===== src/rtl/affg_pkg.sv =====
// Shared types and codes for the affine-gap global aligner.
// No dependencies.
package affg_pkg;

	localparam logic [1:0] DIR_MATCH    = 2'd0;
	localparam logic [1:0] DIR_MISMATCH = 2'd1;
	localparam logic [1:0] DIR_DEL      = 2'd2;
	localparam logic [1:0] DIR_INS      = 2'd3;

	localparam logic [1:0] REL_MATCH    = 2'd0;
	localparam logic [1:0] REL_MISMATCH = 2'd1;
	localparam logic [1:0] REL_GAP      = 2'd2;

	localparam logic [7:0] GAP_CHAR = 8'd95;

	localparam logic [1:0] REG_MATCH    = 2'd0;
	localparam logic [1:0] REG_MISMATCH = 2'd1;
	localparam logic [1:0] REG_OPEN     = 2'd2;
	localparam logic [1:0] REG_EXTEND   = 2'd3;

	typedef struct packed {
		logic       mode;
		logic [7:0] symbol;
		logic       last;
	} in_t;

	typedef struct packed {
		logic [7:0]         ref_symbol;
		logic [7:0]         query_symbol;
		logic [1:0]         relation;
		logic signed [15:0] score;
		logic               overflow;
		logic               last_res;
	} out_t;

	typedef struct packed {
		logic signed [7:0] match_s;
		logic signed [7:0] mismatch_s;
		logic signed [7:0] open_s;
		logic signed [7:0] extend_s;
	} score_cfg_t;

	typedef struct packed {
		logic signed [15:0] above;
		logic signed [15:0] del;
		logic signed [15:0] left;
		logic signed [15:0] ins;
		logic signed [15:0] diag;
		logic               sym_eq;
		logic               first_row;
		logic               first_col;
	} cell_in_t;

	typedef struct packed {
		logic signed [15:0] dv;
		logic signed [15:0] iv;
		logic signed [15:0] best;
		logic [1:0]         dir;
		logic               dop;
		logic               iop;
	} cell_out_t;

endpackage


===== src/rtl/affg_cell_unit.sv =====
// Shared cell arithmetic: one score cell of the three matrices per use.
// Depends on affg_pkg.
module affg_cell_unit import affg_pkg::*; (
	input  score_cfg_t cfg,
	input  cell_in_t   ci,
	output cell_out_t  co
);

	logic signed [15:0] ext, oe, d_ext, i_ext, dv, iv, diag_sc, best;
	logic               dop, iop;
	logic [1:0]         dir;

	always_comb begin
		ext     = 16'(cfg.extend_s);
		oe      = 16'(cfg.open_s) + ext;
		d_ext   = ci.del + ext;
		i_ext   = ci.ins + ext;
		dv      = ci.above + oe;
		dop     = 1'b1;
		if (!ci.first_row && d_ext > dv) begin
			dv  = d_ext;
			dop = 1'b0;
		end
		iv      = ci.left + oe;
		iop     = 1'b1;
		if (!ci.first_col && i_ext > iv) begin
			iv  = i_ext;
			iop = 1'b0;
		end
		if (ci.sym_eq) begin
			diag_sc = ci.diag + 16'(cfg.match_s);
			dir     = DIR_MATCH;
		end else begin
			diag_sc = ci.diag + 16'(cfg.mismatch_s);
			dir     = DIR_MISMATCH;
		end
		best = diag_sc;
		if (dv >= best) begin
			best = dv;
			dir  = DIR_DEL;
		end
		if (iv >= best) begin
			best = iv;
			dir  = DIR_INS;
		end
		co.dv   = dv;
		co.iv   = iv;
		co.best = best;
		co.dir  = dir;
		co.dop  = dop;
		co.iop  = iop;
	end

endmodule


===== config.mk =====
export PLATFORM = sky130hd
export DESIGN_NAME = affg_cell_unit
export DESIGN_NICKNAME = d
export VERILOG_FILES = /design/src/rtl/affg_pkg.sv /design/src/rtl/affg_cell_unit.sv
export SDC_FILE = /design/constraint.sdc
export NUM_CORES = 1
export LEC_CHECK = 0
export BUFFER_PORTS_ARGS = -buffer_cell sky130_fd_sc_hd__buf_4
export CAP_MARGIN = 20
export CORE_MARGIN = 5
export CORE_UTILIZATION = 50
export DETAILED_ROUTE_END_ITERATION = 10
export MAX_ROUTING_LAYER = met4
export PLACE_DENSITY = 0.74
export SYNTH_ARGS = -nofsm -noshare
export SYNTH_HDL_FRONTEND = slang
export SYNTH_SLANG_ARGS = --single-unit

===== constraint.sdc =====
create_clock -name vclk -period 18.6
set_clock_uncertainty 0.15 [all_clocks]
set_input_delay 3.72 -clock vclk [all_inputs]
set_output_delay 3.72 -clock vclk [all_outputs]
set_load 0.02 [all_outputs]

* After elaboration in Yosys (flattened, before gate mapping)
Cells that the tools add are included.
** Storage, ports and cells
- Register bits :: 0
- Memory bits (writable) :: 0
- Latch bits :: 0
- Memories kept :: 0
- Bits in read-only memories :: 0
- Output and inout port bits :: 52
** Cells by class
- Shift operators :: 0
- Reduce and logical (&&, ||, !) cells :: 4
- Equal/unequal tests :: 0
- Div/mod/pow operators :: 0
- Add/subtract/negate cells :: 7
- Muxes and demuxes :: 10
- Order comparisons :: 4
- Bitwise gates (word level) :: 0
- Multiply operators :: 0
** Operators with widths (number)
- $mux 16 :: 5
- $add 16x8->16 :: 4
- $add 16x9->16 :: 2
- $ge 16x16->1 :: 2
- $gt 16x16->1 :: 2
- $add 8x8->9 :: 1
- $mux 2 :: 2
- $mux 1 :: 3
- $logic_and 1x1->1 :: 2
- $logic_not 1->1 :: 2

* Longest topological paths before layout
- Depth in word-level cells :: 9
- Gate-level depth with buffers :: 50

* Worst setup path before layout
Ideal clock, no wire load.
- Path kind :: input port to output port
- Start :: in cfg[0] in the netlist's numbering
- End :: out co[4] in the netlist's numbering
- Path slack :: 2276 ps
- Buffers on the path :: 3
- Data arrival time :: 12454 ps
- Stages :: 47
- Required time :: 14730 ps
- Cell sequence :: ha_1 > inv_1 > fa_1 > nor2b_1 > o2111ai_1 > nand2_1 > nor2_1 > xnor2_1 > ha_1 > a21o_1 > a21oi_1 > a21oi_1 > o41a_1 > o21ai_0 > nand2b_1 > xor2_1 > inv_1 > ha_1 > (+11 left out) > o31a_1 > o2111ai_1 > a31oi_1 > clkbuf_1 > clkbuf_1 > a21oi_1 > ha_1 > nor2b_1 > o21a_1 > o21a_1 > o21a_1 > o21bai_1 > a21oi_1 > o21ai_0 > and2_1 > clkbuf_1 > nor2_1 > a221oi_2
** RTL lines
- start: declaration :: RTL line affg_cell_unit.sv:4 : input score_cfg_t cfg,
- end: declaration :: RTL line affg_cell_unit.sv:6 : output cell_out_t co

==> run summary <==
Syn nets -> 1101
Top-count cell post-synth -> ha_1
Critical path capture point type -> output port
Critical Path RT -> 14.73 ns
Resized cells post-CTS -> 0
Synth cell count leaders -> 146 x ha_1, 73 x inv_1, 71 x a21oi_1
Setup ws final -> 1.25 ns
Crit path DAT -> 13.48 ns
CORE AREA -> 12500 sq um
Finished Core Util -> 61.9%
Crit-path slowest cell -> a21o_1
Die height -> 122 microns
Sum Neg Setup Slack -> 0 ns
Worst Path Buf+Inv -> 5
GRT Residual Overflow -> 0
DRC -> 0
Final Hold Vio Count -> 0
Cell mode on critical path -> o21a_1
Largest net degree at the start of global routing -> 30
Max-cap viol count -> 0
Rel. slew slack -> 43.9%
FF/Latch Area -> 0 sq um
Die Area -> 15000 sq um
Synth Instances -> 834
Worst Hold End -> co[2]
Setup WS pre-CTS -> 1.39 ns
Vias in the first global route -> 6319
Fill count -> 1192
Max-slew violation count -> 0
I/O pin cnt -> 167
Hold-fix buffers, CTS -> 0
Hold WS -> 7.70 ns
Port Buf Inserts -> 167
Initial antenna violation count -> 0
HP Start -> ci[2]
CP max stage delay -> 0.57 ns
Area of the multi-input gates -> 5980 sq um
1st-iter DRT viols -> 433
Biggest area consumer among synthesized cells -> ha_1
Final GP Congestion -> 0.959
Starting density of the core -> 50.4%
Register area share after synthesis -> 0%
CP max FO -> 20
Routed len/inst -> 16.6 microns
Die W -> 122 microns
Clock buffers -> 0
DR vias -> 6615
Yosys top cell area share -> 28.9%
Post-route clock period utilization -> 93.3%
Finished Cell Area -> 7740 sq um
Leak pwr -> 0.00396 uW
Crit path kind -> in2out
Post-Syn Area -> 6310 sq um
Routed WL -> 19300 microns
Kind of cell adding the most delay to the critical path -> compound AO/OA/AOI/OAI gates
Status -> finished clean
Hold Crit Depth -> 3
Routed Antenna Nets -> 0
# setup viols final -> 0
Fin crit period -> 17.35 ns
DP HPWL -> 16800 microns
Synth top area cells -> ha_1 29%, xnor2_1 6.8%, a21oi_1 5.6%
Fin nets -> 1259
Worst-margin pin slew -> 0.841 ns
Setup bufs post-CTS -> 0
Fraction of layout cells with a size suffix above 1 -> 21.4%
Total track usage -> 25.8%
Area delta synth->final -> 22.7%
N_diodes -> 0
RSZ-0062 raised after global routing -> false
Number of core rows -> 41
Fmax achieved -> 0.0576 GHz
Via-to-Cell Ratio -> 5.69
Worst VDD drop -> 0.229 mV
Worst min path class -> in2out
Power per cell area -> 167 nW/um^2
DP Area -> 7740 sq um
Startpoint Class -> primary input
Synthesis warning total -> 0
First-pass GRT wire length -> 30600 microns
Avg Synthesized Cell Area -> 7.57 sq um
Seq Cell Count -> 0
Pre-antenna DRT Iters -> 5
Distinct cells, synth -> 76
==> through the flow <==
stage | total power, uW | instances
finish | 1300 | 1162
global route | 1420 | 1162
CTS | 1290 | 1162
detailed placement | 1290 | 1162
global placement | 1280 | 1162
floorplan | 883 | 834
==> worst max path at each step <==
stage	end	startpoint	cells past startpoint	slack (ns)
floorplan	co[4]	cfg[0]	47	2.28
global placement	co[13]	cfg[0]	47	1.60
detailed placement	co[13]	cfg[0]	47	1.39
CTS	co[13]	cfg[0]	47	1.37
global route	co[13]	cfg[0]	46	0.45
finish	co[13]	cfg[0]	47	1.25
==> report_power, final <==
group | total, uW | switching (uW) | internal, uW | leakage, uW
clock network | 0 | 0 | 0 | 0
logic | 1300 | 738 | 558 | 0.00396
registers | 0 | 0 | 0 | 0
total | 1300 | 738 | 558 | 0.00396
==> worst min-delay path, cell delays in order <==
cell	delay [ns]
buf_4	0.15
o21ai_0	0.10
buf_4	0.16
==> final cells by class <==
class	count	area share [%]
multi-input cells	747	77.2
repair buffers	170	16.5
inverters	73	3.54
well taps	172	2.78
==> cell families after synthesis <==
| group | count (synthesis) | share of synthesized area (%) |
|---|---|---|
| compound gates | 241 | 26.3 |
| fa+ha+maj | 152 | 30.8 |
| xor+xnor | 75 | 11.0 |
| simple gates | 236 | 18.9 |
| mux | 43 | 7.33 |
| buf+inv | 87 | 5.55 |
==> cells in the final DEF (no fill, tap or decap), drive strengths merged, types with 10 or more instances in the layout <==
cell type	synthesis	routed
buf	4	170
ha	146	146
inv	73	73
a21oi	72	72
nor2	55	55
xnor2	51	51
nand2	47	47
a21o	37	37
o21ai	31	31
xor2	23	23
mux2	23	23
nand2b	21	21
mux2i	20	20
nand3	19	19
nor3	19	19
o21a	19	19
nor2b	16	16
or3	13	13
nand4	12	12
o21bai	11	11
and3	10	10
a211oi	10	10
==> routing by layer <==
metal  track usage (%)  up-vias  routed length [microns]
met3              3.00       19                     1590
met1              35.4     2972                     8900
met4              4.06        0                      391
met5                 -        -                        0
met2              41.6      235                     8370
li1                  -     3389                        -
(Power assumes the default switching activity.)
